`src/rtl/core/assert_macros.svh`:
```
// ----------------------------------------------------------------------------
// assert_macros.svh
// concurrent assertion helpers, sampled on clk and disabled in reset
// ----------------------------------------------------------------------------
`ifndef ASSERT_MACROS_SVH
`define ASSERT_MACROS_SVH

`ifndef SYNTH

// plain property check
`define ASSERT_PROP(lbl, prop) \
  lbl: assert property (@(posedge clk) disable iff (!rst_n) (prop)) \
    else $error("assertion failed");

// antecedent implies consequent in the same cycle
`define ASSERT_IMPL(lbl, ante, cons) \
  lbl: assert property (@(posedge clk) disable iff (!rst_n) (ante) |-> (cons)) \
    else $error("assertion failed");

// antecedent implies consequent in the next cycle
`define ASSERT_NEXT(lbl, ante, cons) \
  lbl: assert property (@(posedge clk) disable iff (!rst_n) (ante) |=> (cons)) \
    else $error("assertion failed");

`else

`define ASSERT_PROP(lbl, prop)
`define ASSERT_IMPL(lbl, ante, cons)
`define ASSERT_NEXT(lbl, ante, cons)

`endif

`endif

```
`src/rtl/core/trk_pkg.sv`:
```
`default_nettype none
// ----------------------------------------------------------------------------
// trk_pkg
// shared constants and types of the pattern line decoder
// ----------------------------------------------------------------------------
package trk_pkg;

  localparam int LINES_PER_PATTERN = 64;
  localparam int CNT_W = $clog2(LINES_PER_PATTERN);

  // line record queue depth, a power of two
  localparam int QDEPTH = 2;
  localparam int QPTR_W = $clog2(QDEPTH);
  localparam int QCNT_W = $clog2(QDEPTH + 1);

  localparam logic [7:0] CODE_EMPTY = 8'h00;
  localparam logic [7:0] CODE_REST  = 8'h80;
  localparam logic [7:0] CODE_TEMPO = 8'h81;
  localparam logic [7:0] CODE_END   = 8'h82;

  localparam logic [2:0] EV_LINE  = 3'd0;
  localparam logic [2:0] EV_REST  = 3'd1;
  localparam logic [2:0] EV_TEMPO = 3'd2;
  localparam logic [2:0] EV_NOTE  = 3'd3;
  localparam logic [2:0] EV_END   = 3'd4;
  localparam logic [2:0] EV_UNK   = 3'd5;

  typedef struct packed {
    logic [2:0] kind;
    logic [1:0] chan;
    logic [7:0] value;
    logic [7:0] sample;
  } trk_ev_t;

  // one decoded line: line start plus nch channel events, compacted
  typedef struct packed {
    logic [5:0]      line;
    logic [1:0]      nch;
    trk_ev_t [2:0]   ev;
  } trk_rec_t;

  typedef struct packed {
    logic full;
    logic empty;
  } trk_qstat_t;

endpackage
`default_nettype wire

```
`src/rtl/core/trk_if.sv`:
```
`default_nettype none
// ----------------------------------------------------------------------------
// trk_if
// valid/ready channels for pattern lines and decoded events
// ----------------------------------------------------------------------------
interface trk_line_if;
  logic       valid;
  logic       ready;
  logic       restart;
  logic [7:0] note_ch0;
  logic [7:0] sample_ch0;
  logic [7:0] note_ch1;
  logic [7:0] sample_ch1;
  logic [7:0] note_ch2;
  logic [7:0] sample_ch2;

  modport source (
    output valid, restart, note_ch0, sample_ch0, note_ch1, sample_ch1,
           note_ch2, sample_ch2,
    input  ready
  );
  modport sink (
    input  valid, restart, note_ch0, sample_ch0, note_ch1, sample_ch1,
           note_ch2, sample_ch2,
    output ready
  );
endinterface

interface trk_event_if;
  logic       valid;
  logic       ready;
  logic [2:0] event_kind;
  logic [5:0] line_number;
  logic [1:0] channel;
  logic [7:0] value;
  logic [7:0] sample;
  logic       last;

  modport source (
    output valid, event_kind, line_number, channel, value, sample, last,
    input  ready
  );
  modport sink (
    input  valid, event_kind, line_number, channel, value, sample, last,
    output ready
  );
endinterface
`default_nettype wire

```
`src/rtl/core/trk_front.sv`:
```
`default_nettype none
// ----------------------------------------------------------------------------
// trk_front
// takes pattern lines, tracks line count and pattern end, builds line records
// ----------------------------------------------------------------------------
module trk_front (
  input  wire logic                clk,
  input  wire logic                rst_n,
  trk_line_if.sink                 in_line,
  input  wire trk_pkg::trk_qstat_t qstat,
  output logic                     push,
  output trk_pkg::trk_rec_t        push_rec
);
  import trk_pkg::*;

  localparam logic [CNT_W-1:0] LAST_LINE = CNT_W'(LINES_PER_PATTERN - 1);

  logic [CNT_W-1:0] cnt_r, cnt_nxt;
  logic             ended_r, ended_nxt;

  logic [CNT_W-1:0] lc;
  logic             pe;
  logic             final_line;
  logic             active;
  logic             take;
  logic             stop;
  logic [1:0]       n;
  logic [7:0]       note [3];
  logic [7:0]       samp [3];
  trk_ev_t          ev;
  trk_rec_t         rec;

  assign note[0] = in_line.note_ch0;
  assign note[1] = in_line.note_ch1;
  assign note[2] = in_line.note_ch2;
  assign samp[0] = in_line.sample_ch0;
  assign samp[1] = in_line.sample_ch1;
  assign samp[2] = in_line.sample_ch2;

  assign in_line.ready = !qstat.full;
  assign take          = in_line.valid && !qstat.full;

  // restart applies before the line is decoded
  assign lc         = in_line.restart ? '0 : cnt_r;
  assign pe         = in_line.restart ? 1'b0 : ended_r;
  assign final_line = (lc == LAST_LINE);
  assign active     = !pe && (final_line || note[0] != CODE_EMPTY ||
                      note[1] != CODE_EMPTY || note[2] != CODE_EMPTY);

  always_comb begin
    rec      = '0;
    rec.line = 6'(lc);
    stop     = 1'b0;
    n        = 2'd0;
    ev       = '0;
    for (int i = 0; i < 3; i++) begin
      if (!stop && note[i] != CODE_EMPTY) begin
        ev      = '0;
        ev.chan = 2'(i);
        case (note[i])
          CODE_REST: begin
            ev.kind = EV_REST;
          end
          CODE_TEMPO: begin
            ev.kind  = EV_TEMPO;
            ev.value = samp[i];
          end
          CODE_END: begin
            ev.kind = EV_END;
            stop    = 1'b1;
          end
          default: begin
            if (note[i] > CODE_END) begin
              ev.kind = EV_UNK;
            end else begin
              ev.kind   = EV_NOTE;
              ev.value  = note[i] - 8'd1;
              ev.sample = samp[i];
            end
          end
        endcase
        rec.ev[n] = ev;
        n         = n + 2'd1;
      end
    end
    rec.nch = n;
  end

  always_comb begin
    if (final_line) begin
      cnt_nxt   = '0;
      ended_nxt = 1'b0;
    end else begin
      cnt_nxt   = lc + 1'b1;
      ended_nxt = pe || (active && stop);
    end
  end

  assign push     = take && active;
  assign push_rec = rec;

  always_ff @(posedge clk) begin
    if (!rst_n) begin
      cnt_r   <= '0;
      ended_r <= 1'b0;
    end else if (take) begin
      cnt_r   <= cnt_nxt;
      ended_r <= ended_nxt;
    end
  end

endmodule
`default_nettype wire

```
`src/rtl/core/trk_queue.sv`:
```
`default_nettype none
// ----------------------------------------------------------------------------
// trk_queue
// short fifo of line records between the front and the back
// ----------------------------------------------------------------------------
module trk_queue (
  input  wire logic              clk,
  input  wire logic              rst_n,
  input  wire logic              push,
  input  wire trk_pkg::trk_rec_t push_rec,
  input  wire logic              pop,
  output trk_pkg::trk_rec_t      head_rec,
  output trk_pkg::trk_qstat_t    qstat
);
  import trk_pkg::*;

  trk_rec_t           mem_r [QDEPTH];
  logic [QPTR_W-1:0]  wptr_r, wptr_nxt;
  logic [QPTR_W-1:0]  rptr_r, rptr_nxt;
  logic [QCNT_W-1:0]  cnt_r, cnt_nxt;
  logic               do_push;
  logic               do_pop;

  assign qstat.full  = (cnt_r == QCNT_W'(QDEPTH));
  assign qstat.empty = (cnt_r == '0);
  assign do_push     = push && !qstat.full;
  assign do_pop      = pop && !qstat.empty;
  assign head_rec    = mem_r[rptr_r];

  always_comb begin
    wptr_nxt = do_push ? wptr_r + 1'b1 : wptr_r;
    rptr_nxt = do_pop ? rptr_r + 1'b1 : rptr_r;
    cnt_nxt  = cnt_r;
    if (do_push && !do_pop) begin
      cnt_nxt = cnt_r + 1'b1;
    end else if (do_pop && !do_push) begin
      cnt_nxt = cnt_r - 1'b1;
    end
  end

  always_ff @(posedge clk) begin
    if (do_push) begin
      mem_r[wptr_r] <= push_rec;
    end
  end

  always_ff @(posedge clk) begin
    if (!rst_n) begin
      wptr_r <= '0;
      rptr_r <= '0;
      cnt_r  <= '0;
    end else begin
      wptr_r <= wptr_nxt;
      rptr_r <= rptr_nxt;
      cnt_r  <= cnt_nxt;
    end
  end

endmodule
`default_nettype wire

```
`src/rtl/core/trk_back.sv`:
```
`default_nettype none
// ----------------------------------------------------------------------------
// trk_back
// plays out the head line record one event per cycle while out_ev is ready
// ----------------------------------------------------------------------------
module trk_back (
  input  wire logic                clk,
  input  wire logic                rst_n,
  input  wire trk_pkg::trk_rec_t   head_rec,
  input  wire trk_pkg::trk_qstat_t qstat,
  output logic                     pop,
  trk_event_if.source              out_ev
);
  import trk_pkg::*;

  logic [1:0] idx_r, idx_nxt;
  logic       is_last;
  logic       xfer;
  trk_ev_t    cur;

  // index zero is the line start, index k is channel event k-1
  assign cur     = head_rec.ev[idx_r - 2'd1];
  assign is_last = (idx_r == head_rec.nch);
  assign xfer    = out_ev.valid && out_ev.ready;
  assign pop     = xfer && is_last;

  assign out_ev.valid       = !qstat.empty;
  assign out_ev.line_number = head_rec.line;
  assign out_ev.last        = is_last;

  always_comb begin
    if (idx_r == 2'd0) begin
      out_ev.event_kind = EV_LINE;
      out_ev.channel    = 2'd0;
      out_ev.value      = 8'd0;
      out_ev.sample     = 8'd0;
    end else begin
      out_ev.event_kind = cur.kind;
      out_ev.channel    = cur.chan;
      out_ev.value      = cur.value;
      out_ev.sample     = cur.sample;
    end
  end

  always_comb begin
    idx_nxt = idx_r;
    if (xfer) begin
      idx_nxt = is_last ? 2'd0 : idx_r + 2'd1;
    end
  end

  always_ff @(posedge clk) begin
    if (!rst_n) begin
      idx_r <= 2'd0;
    end else begin
      idx_r <= idx_nxt;
    end
  end

endmodule
`default_nettype wire

```
`src/rtl/core/tracker_pattern_line_decoder.sv`:
```
`default_nettype none
// ----------------------------------------------------------------------------
// tracker_pattern_line_decoder
// Turns three-channel pattern lines into line-start and channel events. A
// line is taken whenever the two-entry record queue has room, and each line
// gives up to four events, one per cycle while the output is ready: a line
// start followed by its channel events. Empty lines other than the last
// line of the pattern, and lines after a pattern end, are consumed with no
// output. The event output runs at one transfer per cycle while out_ev is
// ready, set by the back end stepping through the head record.
// ----------------------------------------------------------------------------
`include "assert_macros.svh"

module tracker_pattern_line_decoder (
  input  wire logic   clk,
  input  wire logic   rst_n,
  trk_line_if.sink    in_line,
  trk_event_if.source out_ev
);
  import trk_pkg::*;

  logic       push;
  trk_rec_t   push_rec;
  logic       pop;
  trk_rec_t   head_rec;
  trk_qstat_t qstat;
  logic       ev_xfer;

  trk_front u_front (
    .clk      (clk),
    .rst_n    (rst_n),
    .in_line  (in_line),
    .qstat    (qstat),
    .push     (push),
    .push_rec (push_rec)
  );

  trk_queue u_queue (
    .clk      (clk),
    .rst_n    (rst_n),
    .push     (push),
    .push_rec (push_rec),
    .pop      (pop),
    .head_rec (head_rec),
    .qstat    (qstat)
  );

  trk_back u_back (
    .clk      (clk),
    .rst_n    (rst_n),
    .head_rec (head_rec),
    .qstat    (qstat),
    .pop      (pop),
    .out_ev   (out_ev)
  );

  assign ev_xfer = out_ev.valid && out_ev.ready;

  // a transfer that is not the last of its line is followed by a channel event
  `ASSERT_NEXT(a_cont_no_line, ev_xfer && !out_ev.last, out_ev.valid && out_ev.event_kind != EV_LINE)
  // pattern end closes its line
  `ASSERT_IMPL(a_end_is_last, out_ev.valid && out_ev.event_kind == EV_END, out_ev.last)
  // a full queue stalls the input
  `ASSERT_IMPL(a_full_stalls, qstat.full, !in_line.ready)
  // events pending whenever the queue holds a record
  `ASSERT_PROP(a_valid_match, out_ev.valid == !qstat.empty)

endmodule
`default_nettype wire
```
`src/flat_wrapper.sv`:
```
// flat-port wrapper written by rule: the top's interface ports become plain ports
module tracker_pattern_line_decoder_flat import trk_pkg::*;
  (clk, rst_n, in_line_valid, in_line_restart, in_line_note_ch0, in_line_sample_ch0, in_line_note_ch1, in_line_sample_ch1, in_line_note_ch2, in_line_sample_ch2, in_line_ready, out_ev_valid, out_ev_event_kind, out_ev_line_number, out_ev_channel, out_ev_value, out_ev_sample, out_ev_last, out_ev_ready);
  trk_line_if in_line_i ();
  trk_event_if out_ev_i ();
  input  wire logic clk;
  input  wire logic rst_n;
  input wire logic [$bits(in_line_i.valid)-1:0] in_line_valid;
  input wire logic [$bits(in_line_i.restart)-1:0] in_line_restart;
  input wire logic [$bits(in_line_i.note_ch0)-1:0] in_line_note_ch0;
  input wire logic [$bits(in_line_i.sample_ch0)-1:0] in_line_sample_ch0;
  input wire logic [$bits(in_line_i.note_ch1)-1:0] in_line_note_ch1;
  input wire logic [$bits(in_line_i.sample_ch1)-1:0] in_line_sample_ch1;
  input wire logic [$bits(in_line_i.note_ch2)-1:0] in_line_note_ch2;
  input wire logic [$bits(in_line_i.sample_ch2)-1:0] in_line_sample_ch2;
  output wire logic [$bits(in_line_i.ready)-1:0] in_line_ready;
  output wire logic [$bits(out_ev_i.valid)-1:0] out_ev_valid;
  output wire logic [$bits(out_ev_i.event_kind)-1:0] out_ev_event_kind;
  output wire logic [$bits(out_ev_i.line_number)-1:0] out_ev_line_number;
  output wire logic [$bits(out_ev_i.channel)-1:0] out_ev_channel;
  output wire logic [$bits(out_ev_i.value)-1:0] out_ev_value;
  output wire logic [$bits(out_ev_i.sample)-1:0] out_ev_sample;
  output wire logic [$bits(out_ev_i.last)-1:0] out_ev_last;
  input wire logic [$bits(out_ev_i.ready)-1:0] out_ev_ready;
  assign in_line_i.valid = in_line_valid;
  assign in_line_i.restart = in_line_restart;
  assign in_line_i.note_ch0 = in_line_note_ch0;
  assign in_line_i.sample_ch0 = in_line_sample_ch0;
  assign in_line_i.note_ch1 = in_line_note_ch1;
  assign in_line_i.sample_ch1 = in_line_sample_ch1;
  assign in_line_i.note_ch2 = in_line_note_ch2;
  assign in_line_i.sample_ch2 = in_line_sample_ch2;
  assign in_line_ready = in_line_i.ready;
  assign out_ev_valid = out_ev_i.valid;
  assign out_ev_event_kind = out_ev_i.event_kind;
  assign out_ev_line_number = out_ev_i.line_number;
  assign out_ev_channel = out_ev_i.channel;
  assign out_ev_value = out_ev_i.value;
  assign out_ev_sample = out_ev_i.sample;
  assign out_ev_last = out_ev_i.last;
  assign out_ev_i.ready = out_ev_ready;
  tracker_pattern_line_decoder u_core (.clk(clk), .rst_n(rst_n), .in_line(in_line_i), .out_ev(out_ev_i));
endmodule
```
`config.mk`:
```
export PLATFORM = sky130hd
export DESIGN_NAME = tracker_pattern_line_decoder_flat
export DESIGN_NICKNAME = d
export VERILOG_FILES = /design/src/rtl/core/trk_pkg.sv /design/src/rtl/core/trk_if.sv /design/src/rtl/core/trk_front.sv /design/src/rtl/core/trk_queue.sv /design/src/rtl/core/trk_back.sv /design/src/rtl/core/tracker_pattern_line_decoder.sv /design/src/flat_wrapper.sv
export VERILOG_INCLUDE_DIRS = /design/src /design/src/rtl/core
export SDC_FILE = /design/constraint.sdc
export NUM_CORES = 1
export LEC_CHECK = 0
export ABC_AREA = 1
export BUFFER_PORTS_ARGS = -buffer_cell sky130_fd_sc_hd__buf_2
export CAP_MARGIN = 20
export CELL_PAD_IN_SITES_DETAIL_PLACEMENT = 2
export CELL_PAD_IN_SITES_GLOBAL_PLACEMENT = 2
export CORE_MARGIN = 5
export CORE_UTILIZATION = 40
export CTS_BUF_LIST = sky130_fd_sc_hd__clkbuf_16
export DETAILED_ROUTE_END_ITERATION = 16
export PLACE_DENSITY_LB_ADDON = 0.2
export SLEW_MARGIN = 20
export SYNTH_ARGS = -nofsm -noshare
export SYNTH_HDL_FRONTEND = slang
export SYNTH_SLANG_ARGS = --single-unit
```
`constraint.sdc`:
```
create_clock -name clk -period 10.7 [get_ports clk]
set_input_delay 1.07 -clock clk [delete_from_list [all_inputs] [get_ports clk]]
set_output_delay 1.07 -clock clk [all_outputs]
set_load 0.02 [all_outputs]
```
Word-level counts from Yosys, hierarchy flattened
Memories as Yosys holds them, arrays and structs flattened. A register that Yosys moved wholly into a read port is not among the register bits.
Cells that the tools add are included.
{"block": "classes", "add_sub_neg": 12, "n_eq_ne": 12, "n_reduce_logical": 37, "n_mux": 56, "n_lt_le_gt_ge": 8}
{"op": "bitwise mux 63 bit", "n": 2}
{"op": "2-to-1 mux 63 bit", "n": 2}
{"op": "demux 21 bit (select 2 bit)", "n": 2}
{"op": "2-to-1 mux 21 bit", "n": 4}
{"op": "equality test 8 bit (second input constant)", "n": 9}
{"op": "2-to-1 mux 8 bit", "n": 9}
{"op": "2-to-1 mux 16 bit", "n": 3}
{"op": "case mux 8 bit (2 select lines)", "n": 3}
{"op": "binary-select mux 21 bit (select 2 bit)", "n": 1}
{"op": "case mux 3 bit (3 select lines)", "n": 3}
{"op": "greater-than comparator 8 bit (second input constant)", "n": 3}
{"op": "nonzero test 8 bit", "n": 3}
{"op": "subtractor 8 x 1 -> 8 bit (second input constant)", "n": 3}
{"op": "2-to-1 mux 3 bit", "n": 6}
{"op": "logical AND 1 bit", "n": 14}
{"op": "2-to-1 mux 1 bit", "n": 13}
{"op": "2-to-1 mux 2 bit", "n": 6}
{"op": "2-to-1 mux 6 bit", "n": 2}
{"op": "< comparator 2 x 3 -> 1 bit (second input constant)", "n": 3}
{"op": "OR reduction 3 bit", "n": 3}
{"op": "adder 2 x 1 -> 2 bit (second input constant)", "n": 4}
{"op": "zero test 1 bit", "n": 7}
{"op": "adder 6 x 1 -> 6 bit (second input constant)", "n": 1}
{"op": "equality test 6 bit (second input constant)", "n": 1}
{"op": "other kinds (9)", "n": 18}
{"block": "totals", "output_inout_bits": 30, "mem_bits_rw": 142, "memories": 1, "register_bits": 13}
{"name": "u_core.u_queue.mem_r", "depth": 2, "width": 71, "rd": 1, "rd_ports_with_merged_regs": 1, "write_ports": 1, "line_no": "trk_queue.sv:17", "source": "trk_rec_t mem_r [QDEPTH];"}

Longest topological paths before layout
{"block": "depth", "word_depth": 12, "depth_mapped": 14, "mapped_depth_nobuf": 14}

Modules after synthesis
Synthesis repeated with hierarchy kept, for this count alone.
{"block": "unflattened", "hier_cells": 982, "area_unflattened_um2": 9273.9}
{"module": "trk_queue", "seq_area_each_um2": 4364.2, "cells_per_inst": 259, "instances": 1, "area_each_um2": 5723.0}
{"module": "trk_front", "seq_area_each_um2": 140.1, "cells_per_inst": 531, "instances": 1, "area_each_um2": 2696.3}
{"module": "trk_back", "seq_area_each_um2": 40.0, "cells_per_inst": 192, "instances": 1, "area_each_um2": 854.6}

Worst setup path before layout
Ideal clock, no wire load.
{"block": "synth_timing", "kind": "in2reg", "startpoint": "in in_line_note_ch0[0]", "endpoint": "mem u_core.u_queue.mem_r[0][0] (netlist name), enable pin", "stages": 9, "n_path_buf": 0, "arrival_ns": 4.877, "setup_slack_ns": 5.325, "cell_sequence": "inv_1 -> ha_1 -> nand2_1 -> inv_1 -> nand4_4 -> inv_1 -> nand3_1 -> nand2_1 -> nor2_1"}
{"block": "synth_via", "elab_chain_cells": 9}
{"item": "start, declared", "line_no": "flat_wrapper.sv:10", "source": "input wire logic [$bits(in_line_i.note_ch0)-1:0] in_line_note_ch0;"}
{"item": "nonzero test 8 bit", "line_no": "trk_front.sv:47", "source": "assign active = !pe && (final_line || note[0] != CODE_EMPTY ||"}
{"item": "logical OR 1 bit (2 in a row)", "line_no": "trk_front.sv:47"}
{"item": "logical OR 1 bit", "line_no": "trk_front.sv:48", "source": "note[1] != CODE_EMPTY || note[2] != CODE_EMPTY);"}
{"item": "logical AND 1 bit", "line_no": "trk_front.sv:47"}
{"item": "logical AND 1 bit", "line_no": "trk_front.sv:99", "source": "assign push = take && active;"}
{"item": "logical AND 1 bit", "line_no": "trk_queue.sv:26", "source": "assign do_push = push && !qstat.full;"}
{"item": "2-to-1 mux 1 bit", "line_no": "trk_queue.sv:42", "source": "if (do_push) begin"}
{"item": "2-to-1 mux 1 bit (not written as such)", "line_no": "trk_queue.sv:43", "source": "mem_r[wptr_r] <= push_rec;"}
{"item": "end, declared", "line_no": "trk_queue.sv:17"}
Every way passes these cells.

Worst setup path in the final report
{"block": "layout_timing", "startpoint": "reg u_core.u_back.idx_r[0]", "endpoint": "out out_ev_event_kind[0]"}
{"block": "layout_via", "elab_chain_cells": 4, "word_cells_on_any_way": 5, "classes_between": "1 x add/sub; 3 x mux; 1 x reduce/logical"}
{"item": "start, declared", "line_no": "trk_back.sv:16", "source": "logic [1:0] idx_r, idx_nxt;"}
{"item": "start signal, assigned", "line_no": "trk_back.sv:56", "source": "idx_r <= idx_nxt;"}
{"item": "subtractor 2 x 1 -> 2 bit", "line_no": "trk_back.sv:22", "source": "assign cur = head_rec.ev[idx_r - 2'd1];"}
{"item": "binary-select mux 21 bit (select 2 bit)", "line_no": "trk_back.sv:22"}
{"item": "2-to-1 mux 21 bit (not written as such)", "line_no": "trk_back.sv:22"}
{"item": "2-to-1 mux 3 bit (*)", "line_no": "trk_back.sv:32", "source": "if (idx_r == 2'd0) begin"}
{"item": "end, declared", "line_no": "flat_wrapper.sv:18", "source": "output wire logic [$bits(out_ev_i.event_kind)-1:0] out_ev_event_kind;"}
Every way passes the cells marked *; elsewhere a longest branch is shown, timed or not. The select of a mux whose other input is x is not followed.

==> results.toml <==
[run_status]
status = "finished clean"

[pwr]
power_density_mw_per_mm2 = 166
clkPwrFrac_pct = 36.6
switching_power_uw = 461
combPwrFrac_pct = 16.1
internal_power_uw = 1090
swShare_pct = 29.7
p_total_uw = 1550
p_leak_uw = 0.00389
seq_power_share_pct = 47.3
peakVddDrop_v = 0.000111

[worst_setup_path]
crit_chain = "inv_2, ha_1, inv_1, nand2_1, o21ai_0, buf_2"
endpoint_kind = "output pin"
start_kind = "flop"
crit_path_max_incr_delay_ps = 960
crit_type = "reg2out"
arrival_ps = 4260
slowest_stage = "dfxtp_1"
worstReg2RegStart = "u_core.u_front.cnt_r[1]"
critical_path_required_ps = 9630
worstPathMaxFanout = 28
crit_start = "u_core.u_back.idx_r[0]"

[detailed_routing]
vias_per_cell = 5.54
dr.pass1.iters = 5
drt-total-wl_um = 29700
drc_errors = 0
wl_per_cell_um = 23.6
detailedRoute.firstIterationViolations = 582
final_antenna_net_count = 0
vias = 6973

[sta]
drv_slew = 0
fin_skew_ps = 16.8
fin_setup_tns_ps = 0
rsz0062_at_grt = "no"
fmax_mhz = 188
setup_viol = 0
hold_viol = 0
min_period_ps = 5330
post-route-period-util_pct = 49.8
relSlewSlack_pct = 34.3
tightest_slew_ps = 984

[floorplanning]
dieWidth_um = 153
ioPinCount = 83
dieHeight_um = 153
initial_utilization_pct = 40.6
num_rows = 52
die_area_mm2 = 0.0235
core-area_mm2 = 0.0202

[yosys]
ys_ff_latch = 154
ys_seq_area_share_pct = 54.6
syn_nets = 971
synth.distinct_cells = 39
syn-cell-area_mm2 = 0.00821
syn_avg_cell_area_um2 = 9.13
synth_cells = 900
ys_warn_count = 0

[job]
cap_violations = 0

[global_routing]
overflow = 0
grt_max_degree = 68
antenna_found_initial = 0
grt_pass1_wl_um = 45500
grt_pass1_vias = 7604
grt_usage_pct = 25.3

[cts]
cts_hold_buf = 0
clk_pin_slew_ps = 70
cts_setup_buffers = 0
cts_tree = "done"
clk_latency_ps = 440
max-clock-path-buffers = 2
clk_root_buffer_cell = "clkbuf_16"
cts.sinks = 154
cts_inserted_buffers = 17
cts.repair.resized = 0
h-tree-depth = 4

[worst_hold_path]
worstHoldStart = "u_core.u_front.cnt_r[1]"
hold_class = "reg2reg"

[place]
hpwl_um = 20800
portBuffers = 82
place.gp.congestion = 0.833

[final_layout]
mostFrequentLayoutCell = "nand2_1"
drive_gt1_share_pct = 15.5
mostFrequentLayoutCells = "nand2_1, edfxtp_1, nor2_1, buf_2, o21ai_0"
fin_nets = 1046
n_fill_cell = 2221
area_growth_pct = 14.3
num_antenna_cells = 0
-- layer usage --
metal | GRT usage, % | wire, um | vias to the layer above | share of wire (%)
li1 | - | - | 3228 | -
met1 | 34.0 | 13000 | 3477 | 44
met2 | 41.5 | 14500 | 232 | 49
met3 | 4.83 | 1620 | 36 | 5.5
met4 | 8.27 | 609 | 0 | 2.1
met5 | 0 | 0 | - | 0
-- layout make-up --
cell class              instances  area [um^2]  area share [%]
clock buffers                  17          425            4.53
clock inverters                15          113            1.20
inverters                      73          274            2.92
multi-input cells             642         3310            35.2
flip-flops and latches        154         4490            47.8
well taps                     270          338            3.60
repair buffers                 87          448            4.77
-- metrics by stage --
| stage | instances | hold slack [ps] | setup WS (ps) | area (um^2) | utilization (%) |
|---|---|---|---|---|---|
| 6_report | 1258 | 462 | 5370 | 9390 | 46.4 |
| 5_1_grt | 1258 | 509 | 5060 | 9390 | 46.4 |
| 4_1_cts | 1258 | 461 | 5390 | 9390 | 46.4 |
| 3_5_place_dp | 1226 | 450 | 5970 | 8850 | 43.7 |
| 3_3_place_gp | 1226 | 446 | 6170 | 8850 | 43.7 |
| 2_1_floorplan | 900 | 430 | 5330 | 8210 | - |
-- critical path: cells and delay by family, from the launching register on --
kind	cells	cell delay, ps
and+or+nand+nor	1	650
buffers and inverters	3	1370
DFF	1	960
adders and majority gates	1	360
AOI/OAI and AO/OA	1	470
-- synthesized netlist by cell type (all sizes together) --
master | instances | area share [%]
a211oi | 1 | 0.091
a21boi | 1 | 0.091
a21oi | 41 | 2.6
a221oi | 1 | 0.11
buf | 17 | 1.3
clkbuf | 14 | 0.66
clkinv | 2 | 0.091
dfxtp | 14 | 3.4
edfxtp | 140 | 51
ha | 18 | 2.7
inv | 71 | 3.2
mux2i | 19 | 2.3
nand2 | 218 | 10
nand3 | 71 | 4.5
nand3b | 1 | 0.091
nand4 | 16 | 1.5
nor2 | 120 | 6.2
nor3 | 4 | 0.52
o211ai | 2 | 0.18
o21a | 1 | 0.091
o21ai | 93 | 5.7
o22ai | 20 | 1.5
xnor2 | 2 | 0.21
xor2 | 13 | 1.4
-- path summary, 6_finish.rpt --
check	end	slack [ps]	cells past startpoint
worst max register to register	u_core.u_queue.mem_r[0][4]	7600	8
worst max-delay path	out_ev_event_kind[0]	5370	6
worst min register to register	u_core.u_front.cnt_r[1]	460	2
worst min-delay path	u_core.u_front.cnt_r[1]	460	2
-- power groups by stage --
stage          logic (uW)  registers, uW  clock network (uW)
3_3_place_gp          229            740                   0
6_report              250            735                 569
3_5_place_dp          245            746                   0
2_1_floorplan         150            739                   0
4_1_cts               250            735                 575
5_1_grt               271            738                 606
-- state kept, by name, indices dropped and copies added, names as in the netlist, named ones only --
signal                  cells
u_core.u_queue.wptr_r       1
u_core.u_queue.rptr_r       1
u_core.u_front.cnt_r        6
u_core.u_back.idx_r         2
u_core.u_queue.mem_r      140
u_core.u_front.ended_r      1
u_core.u_queue.cnt_r        2
-- kinds of logic after synthesis --
| kind of cell | Yosys count | share of synthesized area (%) |
|---|---|---|
| fa+ha+maj | 18 | 2.74 |
| flops | 154 | 54.6 |
| xor+xnor | 15 | 1.60 |
| mux | 19 | 2.32 |
| compound gates | 160 | 10.4 |
| buf+inv | 104 | 5.33 |
| simple gates | 430 | 23.0 |
Power figures use the tool's default switching activity.
